$ cat config.mk
export PLATFORM = sky130hd
export DESIGN_NAME = rk3pp_ctrl
export DESIGN_NICKNAME = d
export VERILOG_FILES = /design/src/rk3pp_pkg.sv /design/src/rk3pp_ctrl.sv
export SDC_FILE = /design/constraint.sdc
export NUM_CORES = 1
export LEC_CHECK = 0
export ABC_AREA = 1
export CORE_UTILIZATION = 50
export CTS_BUF_LIST = sky130_fd_sc_hd__clkbuf_2
export DETAILED_ROUTE_END_ITERATION = 10
export DONT_BUFFER_PORTS = 1
export GPL_TIMING_DRIVEN = 0
export REMOVE_ABC_BUFFERS = 1
export SYNTH_ARGS = -nofsm -noshare
export SYNTH_HDL_FRONTEND = slang
export SYNTH_SLANG_ARGS = --single-unit
$ cat constraint.sdc
create_clock -name i_clk -period 2.05 [get_ports i_clk]
set_input_delay 0.1025 -clock i_clk [delete_from_list [all_inputs] [get_ports i_clk]]
set_output_delay 0.1025 -clock i_clk [all_outputs]
set_load 0.01 [all_outputs]
$ cat src/rk3pp_pkg.sv
package rk3pp_pkg;

    localparam int FRAC_BITS = 16;
    localparam int DATA_W    = 32;
    localparam int FT_W      = 31;
    localparam int SC_W      = 16;
    localparam int DIV_W     = 36;
    localparam int SAT_W     = 66;

    // divide by three: split the halved numerator at D3_LO_W bits,
    // then a reciprocal multiply on the folded sum
    localparam int D3_LO_W   = 16;
    localparam int D3_HI_W   = DIV_W - 1 - D3_LO_W;
    localparam int D3_SUM_W  = D3_HI_W + 1;
    localparam int D3_PROD_W = 2 * D3_SUM_W;
    localparam int D3_SHIFT  = 21;
    localparam logic [D3_LO_W-1:0]  D3_SPLIT = D3_LO_W'((2 ** D3_LO_W) / 3);
    localparam logic [D3_SUM_W-1:0] D3_RECIP = D3_SUM_W'((2 ** D3_SHIFT + 2) / 3);

    localparam logic signed [DATA_W-1:0] Q_ONE = DATA_W'(1) << FRAC_BITS;
    localparam logic signed [DATA_W-1:0] Q_MAX = {1'b0, {(DATA_W-1){1'b1}}};
    localparam logic signed [DATA_W-1:0] Q_MIN = {1'b1, {(DATA_W-1){1'b0}}};
    localparam logic signed [63:0] MUL_RND = 64'sd1 <<< (FRAC_BITS - 1);

    localparam logic [FT_W-1:0] FT_RESET = FT_W'(1) << FRAC_BITS;
    localparam logic [SC_W-1:0] SC_RESET = SC_W'(1024);

    localparam logic CFG_FINAL_TIME = 1'b0;
    localparam logic CFG_STEP_COUNT = 1'b1;

    localparam logic [1:0] PH_UPDATE = 2'd3;
    localparam logic [3:0] SUB_LAST  = 4'd10;

    typedef enum logic [3:0] {
        OP_NONE,
        OP_LOAD,
        OP_DIV_H,
        OP_H_WB,
        OP_STAGE,
        OP_DIFF,
        OP_SMUL,
        OP_K_WB,
        OP_HMUL,
        OP_T_WB,
        OP_DIV6,
        OP_Y_WB,
        OP_OUT
    } t_op;

    typedef struct packed {
        t_op        op;
        logic       lane;
        logic [1:0] slot;
    } t_cmd;

    typedef struct packed {
        logic div_done;
    } t_stat;

    function automatic logic signed [DATA_W-1:0] sat32(input logic signed [SAT_W-1:0] v);
        if (v > SAT_W'(Q_MAX)) return Q_MAX;
        if (v < SAT_W'(Q_MIN)) return Q_MIN;
        return v[DATA_W-1:0];
    endfunction

    function automatic logic ovf32(input logic signed [SAT_W-1:0] v);
        return (v > SAT_W'(Q_MAX)) || (v < SAT_W'(Q_MIN));
    endfunction

    // one step: phases 0..2 evaluate a stage and its slope, phase 3 updates
    function automatic t_cmd prog(input logic [1:0] phase, input logic [3:0] sub);
        t_cmd c;
        c.op   = OP_NONE;
        c.lane = 1'b0;
        c.slot = phase;
        if (phase == PH_UPDATE) begin
            c.op   = OP_DIV6;
            c.lane = sub[0];
            c.slot = 2'd0;
        end else begin
            case (sub)
                4'd0:  c.op = OP_STAGE;
                4'd1:  c.op = OP_DIFF;
                4'd2:  c.op = OP_SMUL;
                4'd3:  c.op = OP_K_WB;
                4'd4:  begin c.op = OP_DIFF; c.lane = 1'b1; end
                4'd5:  begin c.op = OP_SMUL; c.lane = 1'b1; end
                4'd6:  begin c.op = OP_K_WB; c.lane = 1'b1; end
                4'd7:  c.op = OP_HMUL;
                4'd8:  c.op = OP_T_WB;
                4'd9:  begin c.op = OP_HMUL; c.lane = 1'b1; end
                4'd10: begin c.op = OP_T_WB; c.lane = 1'b1; end
                default: c.op = OP_NONE;
            endcase
        end
        return c;
    endfunction

endpackage

$ cat src/rk3pp_ctrl.sv
module rk3pp_ctrl (
    input  logic                        i_clk,
    input  logic                        i_rst_n,
    input  logic                        i_in_valid,
    output logic                        o_in_ready,
    input  logic                        i_out_ready,
    output logic                        o_out_valid,
    input  logic [rk3pp_pkg::SC_W-1:0]  i_step_count,
    input  rk3pp_pkg::t_stat            i_stat,
    output rk3pp_pkg::t_cmd             o_cmd
);

    typedef enum logic [2:0] {
        ST_IDLE,
        ST_HDIV,
        ST_HWAIT,
        ST_RUN,
        ST_DWAIT,
        ST_OUT
    } t_state;

    t_state                       r_state, n_state;
    logic [1:0]                   r_phase, n_phase;
    logic [3:0]                   r_sub, n_sub;
    logic [rk3pp_pkg::SC_W-1:0]   r_steps, n_steps;
    logic                         r_out_valid, n_out_valid;
    rk3pp_pkg::t_cmd              w_prog;

    always_comb begin
        w_prog      = rk3pp_pkg::prog(r_phase, r_sub);
        n_state     = r_state;
        n_phase     = r_phase;
        n_sub       = r_sub;
        n_steps     = r_steps;
        n_out_valid = r_out_valid && !i_out_ready;
        o_cmd.op    = rk3pp_pkg::OP_NONE;
        o_cmd.lane  = 1'b0;
        o_cmd.slot  = 2'd0;
        case (r_state)
            ST_IDLE: begin
                if (i_in_valid) begin
                    o_cmd.op = rk3pp_pkg::OP_LOAD;
                    n_steps  = '0;
                    n_state  = (i_step_count == '0) ? ST_OUT : ST_HDIV;
                end
            end
            ST_HDIV: begin
                o_cmd.op = rk3pp_pkg::OP_DIV_H;
                n_state  = ST_HWAIT;
            end
            ST_HWAIT: begin
                if (i_stat.div_done) begin
                    o_cmd.op = rk3pp_pkg::OP_H_WB;
                    n_phase  = 2'd0;
                    n_sub    = 4'd0;
                    n_state  = ST_RUN;
                end
            end
            ST_RUN: begin
                o_cmd = w_prog;
                if (w_prog.op == rk3pp_pkg::OP_DIV6) begin
                    n_state = ST_DWAIT;
                end else if (r_sub == rk3pp_pkg::SUB_LAST) begin
                    n_sub   = 4'd0;
                    n_phase = r_phase + 2'd1;
                end else begin
                    n_sub = r_sub + 4'd1;
                end
            end
            ST_DWAIT: begin
                if (i_stat.div_done) begin
                    o_cmd.op   = rk3pp_pkg::OP_Y_WB;
                    o_cmd.lane = r_sub[0];
                    if (r_sub[0]) begin
                        n_steps = r_steps + rk3pp_pkg::SC_W'(1);
                        n_phase = 2'd0;
                        n_sub   = 4'd0;
                        n_state = (n_steps == i_step_count) ? ST_OUT : ST_RUN;
                    end else begin
                        n_sub   = 4'd1;
                        n_state = ST_RUN;
                    end
                end
            end
            ST_OUT: begin
                if (!r_out_valid || i_out_ready) begin
                    o_cmd.op    = rk3pp_pkg::OP_OUT;
                    n_out_valid = 1'b1;
                    n_state     = ST_IDLE;
                end
            end
            default: n_state = ST_IDLE;
        endcase
    end

    always_ff @(posedge i_clk) begin
        if (!i_rst_n) begin
            r_state     <= ST_IDLE;
            r_phase     <= '0;
            r_sub       <= '0;
            r_steps     <= '0;
            r_out_valid <= 1'b0;
        end else begin
            r_state     <= n_state;
            r_phase     <= n_phase;
            r_sub       <= n_sub;
            r_steps     <= n_steps;
            r_out_valid <= n_out_valid;
        end
    end

    assign o_in_ready  = (r_state == ST_IDLE);
    assign o_out_valid = r_out_valid;

endmodule

==> results of run 1 <==
==> routing by layer <==
metal | up-vias | share of wire, % | GRT usage [%]
met5 | - | 0 | 0
met4 | 0 | 0.86 | 6.77
met3 | 6 | 3.4 | 2.83
met2 | 41 | 48 | 46.0
met1 | 1017 | 48 | 30.2
li1 | 1213 | - | -
==> where the power goes <==
part / switching, mW / leakage, nW / internal (mW)
sequential: 0.0192 / 0.213 / 0.524
clock: 0.162 / 0.0140 / 0.0424
combinational: 0.171 / 0.731 / 0.0754
==> cell usage in the layout (no fill, tap or decap), types with 8 or more instances in the layout <==
cell / count
nand2_1: 99
inv_1: 51
nand3_1: 43
nor2_1: 34
a21oi_1: 25
dfxtp_1: 21
inv_2: 10
o21ai_0: 10
nand4_1: 8
==> state kept, by name, indices dropped and copies added (netlist names) <==
register / flops
r_sub: 4
o_out_valid: 1
r_phase: 2
r_state: 3
r_steps: 16
==> cell families (layout without fill, tap and decap cells) <==
group                      Yosys count  after routing
buffers and inverters               65             72
and+or+nand+nor                    220            220
xor gates and xnor gates             3              3
DFF                                 26             26
adders and majority gates            4              4
AOI/OAI and AO/OA                   51             51
==> area by class of cell <==
| cell class | instances | area [µm²] | share of cell area (%) |
|---|---|---|---|
| Sequential cell | 26 | 529 | 22.4 |
| Timing Repair Buffer | 7 | 57.6 | 2.43 |
| Clock inverter | 1 | 3.75 | 0.159 |
| Clock buffer | 3 | 15.0 | 0.635 |
| Multi-Input combinational cell | 278 | 1470 | 62.1 |
| Tap cell | 50 | 62.6 | 2.65 |
| Inverter | 61 | 229 | 9.68 |
==> critical path: stages, from the launching register on <==
cell and delay, ns:
dfxtp_4 0.46, ha_4 0.17, nand2_4 0.08, nor2_8 0.14
buf_4 0.14, nand3_1 0.10, nand2_1 0.11, nand3_1 0.07
nand2_1 0.07, nand3_1 0.09, nor2_2 0.11, nand3_1 0.07
nand2_1 0.06, nand2_1 0.04, nand2_1 0.06, a21oi_2 0.05
==> path summary, 6_finish.rpt <==
check              start           to  slack [ns]  cells past startpoint
max           r_steps[0]   r_state[1]        0.13                     15
min           i_in_valid   r_state[0]        0.05                      4
max reg2reg   r_steps[0]   r_state[1]        0.13                     15
min reg2reg  r_steps[14]  r_steps[14]        0.52                      2
==> what timing repair did <==
item	4_1_cts	5_1_grt
hold buffers	2	0
gates resized for setup	3	10
setup buffers	0	5
pin swaps	0	3
setup endpoints to repair	19	5
hold endpoints to repair	5	0
==> through the flow <==
step / hold slack (ns) / total power, mW
detailed placement: 0.226 / 0.791
global placement: 0.225 / 0.788
finish: 0.0534 / 0.994
floorplan: 0.220 / 0.740
CTS: 0.0484 / 0.997
global route: 0.0498 / 1.05
==> results by group, run 1 <==
Status
  – Status: finished, final reports clean

Synth
  – Main synth FF type: dfxtp_1
  – Most common cell in the netlist: nand2_1
  – Simple-Gate Fraction of Synth Area: 47.2%
  – Mean Syn Cell Area: 5.99 µm²
  – Largest family of logic cells by synthesized area: simple AND/OR/NAND/NOR gates
  – Sequential area share after synthesis: roughly a quarter
  – Synth Area in XOR/XNOR: approximately 1.8%
  – Leading area contributor after synthesis: dfxtp_1
  – Largest cells by area after synthesis: dfxtp_1 (24%), nand2_1 (17%), nand3_1 (9.7%)
  – Synth cell count leaders: nand2_1 (99), inv_1 (51), nand3_1 (43)
  – Adder-Cell Fraction of Synth Area: 2.27%
  – Mux share of post-synthesis cell area: 0%
  – Synth Cell Area: roughly 2200 µm²
  – Synth top area share: 23.6%
  – Synth Instances: 369
  – Async S/R FF share, synth: 0%
  – Number of distinct library cells after synthesis: 35
  – Yosys warns: 0
  – Seq cells post-synth: 26
  – Post-synth EDFFs: 0
  – Post-synthesis compound-gate area fraction: 13.6%

Timing
  – Fmax: between 500 and 600 MHz
  – TNS Setup: 0 ns
  – Least-Margin Pin Slew: 0.888 ns
  – Clock skew: 0.00497 ns
  – RSZ-0062 raised after global routing: no
  – Final worst setup slack: 0.125 ns
  – Setup violators final: 0
  – Final hold vios: 0
  – Max Transition Viols Final: 0
  – Final min period: ~1.9 ns
  – Fin crit share: 93.9%
  – Relative slew slack: roughly 40%

GRT
  – Vias in the first global route: 2,016
  – Global-route wire length before repair: 8670 µm
  – Pin count of the biggest net entering global routing: 24
  – Total congestion overflow: 0
  – GRT Overall Usage: 25.0%
  – Initial antenna violation count: 0

Detailed routing
  – Detail Route Antenna Nets: 0
  – Wire per inst: between 10 and 15 µm
  – Initial DRC Count: 130
  – Via Count: about 2,300
  – Total wire length: 5480 µm
  – TritonRoute pass-1 iters: 4
  – Via density: 5.35
  – DRC violations left: 0

Die
  – Die ar.: 4690 µm²
  – Die span in x: 68.5 µm
  – Initial core utilization: 53.7%
  – Row count: 23
  – Num ports: 30
  – Core region area: 4120 µm²
  – Die Y: around 68 µm

Clock tree
  – Total CTS buffers: 3
  – TritonCTS Sinks: 26
  – TritonCTS clock tree: done
  – CTS clk-pin slew, worst paths: 0.26 ns
  – H-tree depth: 1
  – Clk root buf: clkbuf_2
  – Clock buffer depth: 2
  – Clock latency on the worst-skew pair: 0.36 ns

Place
  – Dpl cell area: 2240 µm²
  – Gp weighted congestion: 0.811
  – Post-DP HPWL: 4150 µm
  – Pre-CTS WS: -0.222 ns
  – Cells after DPL: a little over 400
  – Buffers on Ports: 0

Final layout
  – Final core occ: 57.5%
  – Layout area overhead: 7.02%
  – Fillers: 436
  – Post-route design area: approximately 2400 µm²
  – Share of layout cells above drive strength 1: 14.1%
  – Nets: roughly 400
  – Antenna cells: 0
  – Final Non-Filler Cells: 426

Critical path
  – Worst setup path class: reg2reg
  – Data required, critical path: around 2.3 ns
  – Crit path DAT: 2.18 ns
  – Crit path capture type: flop
  – Crit path launch type: flop
  – CP max FO: 7

Worst hold path
  – Hold Path Class: in2reg

Power and ir drop
  – Maximum VDD drop: 0.263 mV
  – Power Density: 420 nW/µm²
  – Static leakage: 0.958 nW

Job
  – Max cap viols: 0
Note: power is estimated with default switching activity, not from simulation.
==> inputs of run 2 (changes only) <==
- PLACE_DENSITY: unset -> 0.66
==> results by group, run 2 (synthesized netlist as in run 1, its figures left out) <==
Detailed routing
  – Via density: 5.35 (+0.10%)
  – TritonRoute pass-1 iters: 4 (unchanged)
  – Total wire length: 5450 µm (-0.42%)
  – DR WL met2: 2630 µm (+0.54%)
  – WL met1: 2540 µm (-3.3%)
  – Detail Route Antenna Nets: 0 (unchanged)
  – Initial DRC Count: 101 (-22%)
  – Via Count: 2,274 (-0.13%)
  – Met3 WL: 186 µm (+1.1%)
  – Wire per inst: 12.8 µm (-0.19%)
  – DRC violations left: 0 (unchanged)
  – Highest metal used: met4

Power and ir drop
  – Power Density: 423 nW/µm² (+0.72%)
  – Maximum VDD drop: 0.257 mV (-2.2%)
  – Static leakage: 0.954 nW (-0.46%)

Timing
  – Fmax: 529 MHz (+1.8%)
  – Fin crit share: 92.3% (-1.6 points)
  – Setup violators final: 0 (unchanged)
  – Max Transition Viols Final: 0 (unchanged)
  – WHS: 0.0258 ns (-0.0275 ns)
  – Final hold vios: 0 (unchanged)
  – Relative slew slack: 42.3% (+1.6 points)
  – RSZ-0062 raised after global routing: yes
  – Final worst setup slack: 0.159 ns (+0.0333 ns)
  – Clock skew: 0.00708 ns (+0.00211 ns)
  – Final min period: 1.89 ns (-0.0333 ns)
  – Least-Margin Pin Slew: 0.864 ns (-0.0244 ns)

Clock tree
  – Total CTS buffers: 3 (unchanged)
  – TritonCTS clock tree: done
  – Clock buffer depth: 2 (unchanged)
  – TritonCTS Sinks: 26 (unchanged)
  – H-tree depth: 1 (unchanged)
  – Clk root buf: clkbuf_2
  – Clock latency on the worst-skew pair: 0.37 ns (about the same)
  – CTS clk-pin slew, worst paths: 0.27 ns (about the same)

GRT
  – Vias in the first global route: 2,064 (+2.4%)
  – Initial antenna violation count: 0 (unchanged)
  – Total congestion overflow: 0 (unchanged)
  – Global-route wire length before repair: 8810 µm (+1.6%)
  – GRT Overall Usage: 25.0% (about the same)
  – Pin count of the biggest net entering global routing: 24 (unchanged)

Final layout
  – Share of layout cells above drive strength 1: 14.7% (+0.57 points)
  – Most frequent cells in the layout: nand2_1 (99), inv_1 (51), nand3_1 (43)
  – Biggest register: r_steps
  – Max reg flops: 16 (unchanged)
  – Final core occ: 57.3% (-0.12 points)
  – Most common library cell in the layout ignoring fill and taps: nand2_1
  – Top Registers: r_steps (16), r_sub (4), r_state (3)
  – Nets: 401 (-0.25%)
  – Post-route design area: 2360 µm² (-0.21%)
  – Antenna cells: 0 (unchanged)
  – Layout area overhead: 6.79%

Worst hold path
  – Hold Path Class: in2reg

Die
  – Row count: 23 (unchanged)
  – Die Y: 68.5 µm (unchanged)
  – Die ar.: 4690 µm² (unchanged)
  – Initial core utilization: 53.7% (unchanged)
  – Core region area: 4120 µm² (unchanged)
  – Num ports: 30 (unchanged)
  – Die span in x: 68.5 µm (unchanged)

Critical path
  – CP max FO: 6 (-1)
  – Crit path capture type: flop
  – Data required, critical path: 2.32 ns (+0.02 ns)
  – Crit path launch type: flop
  – Worst setup path class: reg2reg
  – Crit path DAT: 2.17 ns (about the same)

Job
  – Max cap viols: 0 (unchanged)

Status
  – Status: finished, final reports clean

Place
  – Post-DP HPWL: 4120 µm (-0.85%)
  – Gp weighted congestion: 0.832 (+2.5%)
  – Dpl cell area: 2240 µm² (unchanged)
  – Buffers on Ports: 0 (unchanged)
  – Pre-CTS WS: -0.198 ns (+0.0240 ns)
-- run 2: report_power, final --
part	internal, mW	switching [mW]
combinational	0.0754	0.170
clock	0.0424	0.170
sequential	0.522	0.0193
total	0.640	0.359
-- run 2: stage by stage --
stage	TNS, ns	std cells	total power, mW
CTS	0	422	1.01
global placement	-1.05	415	0.790
detailed placement	-0.682	415	0.792
finish	0	425	0.999
floorplan	0	365	0.740
global route	-0.0248	425	1.06
-- run 2: layout make-up --
class	count	area, µm²
flip-flops and latches	26	534
inverters	61	229
fillers	448	1760
well taps	50	62.6
clock buffers	3	15.0
clock inverters	1	3.75
multi-input cells	278	1470
repair buffers	6	50.0
-- run 2: critical path: stages, from the launching register on --
cell	delay, ns
dfxtp_4	0.44
ha_4	0.16
nand2_4	0.08
nor2_8	0.15
buf_4	0.14
nand3_1	0.09
nand2_1	0.11
nand3_1	0.06
nand2_1	0.07
nand3_1	0.09
nor2_2	0.11
nand3_1	0.08
nand2_1	0.06
nand2_1	0.05
nand2_1	0.06
a21oi_2	0.05
-- run 2: final timing paths --
path	from	to	slack (ns)	cells past startpoint
setup / recovery	r_steps[0]	r_state[1]	0.16	15
hold reg to reg	r_steps[14]	r_steps[14]	0.50	2
hold / removal	i_in_valid	r_state[0]	0.03	4
setup reg to reg	r_steps[0]	r_state[1]	0.16	15
-- run 2: repair_timing --
action	CTS	global route
pin swaps	1	3
resized for setup	3	13
setup buffers	1	3
endpoints found under the hold margin	5	0
hold buffers	2	0
endpoints found under the setup margin	17	4
-- run 2: layer usage --
layer	track usage, %	vias up
met4	7.81	0
met3	2.67	9
met5	0	-
met2	43.8	45
met1	31.7	999
li1	-	1221
==> inputs of run 3 (changes only) <==
- GPL_TIMING_DRIVEN: 0 -> unset
==> results by group, run 3 (synthesized netlist as in run 1, its figures left out) <==
Status
  – Status: finished, final reports clean

Detailed routing
  – Via Count: 2,281 (+0.31%)
  – Initial DRC Count: 125 (+24%)
  – Via density: 5.32 (-0.63%)
  – TritonRoute pass-1 iters: 4 (unchanged)
  – Total wire length: 5670 µm (+3.9%)
  – DRC violations left: 0 (unchanged)
  – Wire per inst: 13.2 µm (+3.0%)
  – Detail Route Antenna Nets: 0 (unchanged)

Power and ir drop
  – Power Density: 425 nW/µm² (+0.50%)
  – Maximum VDD drop: 0.253 mV (-1.6%)
  – Static leakage: 0.973 nW (+2.0%)

GRT
  – GRT Overall Usage: 25.5% (+0.44 points)
  – Pin count of the biggest net entering global routing: 16 (-33%)
  – Total congestion overflow: 0 (unchanged)
  – Global-route wire length before repair: 8870 µm (+0.62%)
  – Initial antenna violation count: 0 (unchanged)
  – Vias in the first global route: 2,096 (+1.6%)

Timing
  – Fin crit share: 91.1% (-1.1 points)
  – Least-Margin Pin Slew: 0.515 ns (-0.349 ns)
  – Final min period: 1.87 ns (-0.0231 ns)
  – Max Transition Viols Final: 0 (unchanged)
  – Clock skew: 0.00456 ns (-0.00252 ns)
  – RSZ-0062 raised after global routing: no
  – Final hold vios: 0 (unchanged)
  – Fmax: 535 MHz (+1.2%)
  – Setup violators final: 0 (unchanged)
  – Relative slew slack: 65.7% (+23 points)
  – TNS Setup: 0 ns (unchanged)

Final layout
  – Fillers: 430 (-4.0%)
  – Post-route design area: 2380 µm² (+0.69%)
  – Biggest register: r_steps
  – Final Non-Filler Cells: 429 (+0.94%)
  – Layout area overhead: 7.53%
  – Most frequent cells in the layout: nand2_1 (99), inv_1 (51), nand3_1 (43)
  – Max reg flops: 16 (unchanged)
  – Share of layout cells above drive strength 1: 14.2% (-0.42 points)
  – Top Registers: r_steps (16), r_sub (4), r_state (3)
  – Antenna cells: 0 (unchanged)
  – Nets: 405 (+1.0%)
  – Most common library cell in the layout ignoring fill and taps: nand2_1

Die
  – Die span in x: 68.5 µm (unchanged)
  – Die Y: 68.5 µm (unchanged)
  – Die ar.: 4690 µm² (unchanged)
  – Row count: 23 (unchanged)
  – Num ports: 30 (unchanged)
  – Initial core utilization: 53.7% (unchanged)
  – Core region area: 4120 µm² (unchanged)

Clock tree
  – CTS clk-pin slew, worst paths: 0.27 ns (about the same)
  – Clk root buf: clkbuf_2
  – TritonCTS Sinks: 26 (unchanged)
  – Clock buffer depth: 2 (unchanged)
  – H-tree depth: 1 (unchanged)
  – TritonCTS clock tree: done
  – Total CTS buffers: 3 (unchanged)
  – Clock latency on the worst-skew pair: 0.37 ns (about the same)

Critical path
  – Crit path capture type: output port
  – Worst path bufs/invs: 2 (+1)
  – Reg2reg start: r_steps[0]
  – Worst setup path class: reg2out
  – Data required, critical path: 1.95 ns (-0.37 ns)
  – Setup crit start: r_sub[3]
  – Cell at the slowest stage of the critical path: dfxtp_1
  – Crit path launch type: flop
  – CP max FO: 5 (-1)
  – Crit path DAT: 1.77 ns (-0.40 ns)
  – Crit-path leading delay family: flip-flops
  – Critical path, cell by cell: inv_1 -> nor2_1 -> inv_1 -> nor2_1 -> a2111oi_0 -> o21ai_0
  – Max stage delay on crit path: 0.46 ns (+0.02 ns)

Job
  – Max cap viols: 0 (unchanged)

Place
  – Cells after DPL: 420 (+1.2%)
  – Gp weighted congestion: 0.901 (+8.4%)
  – Post-DP HPWL: 4400 µm (+6.7%)
  – Dpl cell area: 2280 µm² (+1.7%)
  – Buffers on Ports: 0 (unchanged)

Worst hold path
  – Min-delay src: i_in_valid
  – Hold Path Class: in2reg
## run 3: final timing paths
path | to | slack, ns | cells past startpoint
worst max-delay path | o_cmd[2] | 0.18 | 6
worst min-delay path | r_state[0] | 0.03 | 4
worst max register to register | r_state[1] | 0.19 | 15
worst min register to register | r_steps[14] | 0.51 | 2
## run 3: per-stage QoR
| step | total power, mW | utilization (%) | hold WS (ns) | setup WS (ns) |
|---|---|---|---|---|
| floorplan | 0.740 | - | 0.220 | 0.279 |
| global placement | 0.803 | 55.5 | 0.221 | 0.208 |
| detailed placement | 0.804 | 55.5 | 0.226 | 0.153 |
| CTS | 1.03 | 56.4 | 0.00314 | 0.110 |
| global route | 1.07 | 57.7 | 0.0661 | 0.00817 |
| finish | 1.01 | 57.7 | 0.0296 | 0.182 |
## run 3: final cells by class
class / instances / area [µm²] / area share (%)
Clock inverter: 1 / 3.75 / 0.158
Tap cell: 50 / 62.6 / 2.63
Multi-Input combinational cell: 278 / 1460 / 61.2
Clock buffer: 3 / 15.0 / 0.632
Inverter: 61 / 229 / 9.64
Sequential cell: 26 / 531 / 22.3
Timing Repair Buffer: 10 / 80.1 / 3.37
## run 3: power by group
group	switching (mW)	total, mW	internal (mW)	leakage (nW)
combinational	0.176	0.261	0.0849	0.747
clock	0.169	0.212	0.0424	0.0140
sequential	0.0159	0.538	0.522	0.213
total	0.361	1.01	0.649	0.973
## run 3: per-layer routing
layer / routed length [µm] / share of wire [%] / track usage [%]
met5: 0 / 0 / 0
met4: 68 / 1.2 / 7.81
met3: 254 / 4.5 / 2.83
met2: 2780 / 49 / 48.5
met1: 2570 / 45 / 29.0
## run 3: worst reg2reg max path, stage by stage (launching register included)
cell and delay [ns]:
dfxtp_4 0.44, ha_4 0.16, nand2_4 0.07, nor2_8 0.15
buf_4 0.15, nand2_1 0.05, nand2_1 0.09, nand2_1 0.06
nand2_1 0.05, nand3_1 0.11, nor2_2 0.15, nand3_1 0.09
nand2_1 0.07, nand2_1 0.05, nand2_1 0.06, a21oi_2 0.05
## run 3: timing repair
| item | CTS | global route |
|---|---|---|
| endpoints found under the hold margin | 5 | 0 |
| gates resized for setup | 0 | 13 |
| setup buffers | 0 | 3 |
| hold buffers | 2 | 0 |
| endpoints found under the setup margin | 0 | 3 |
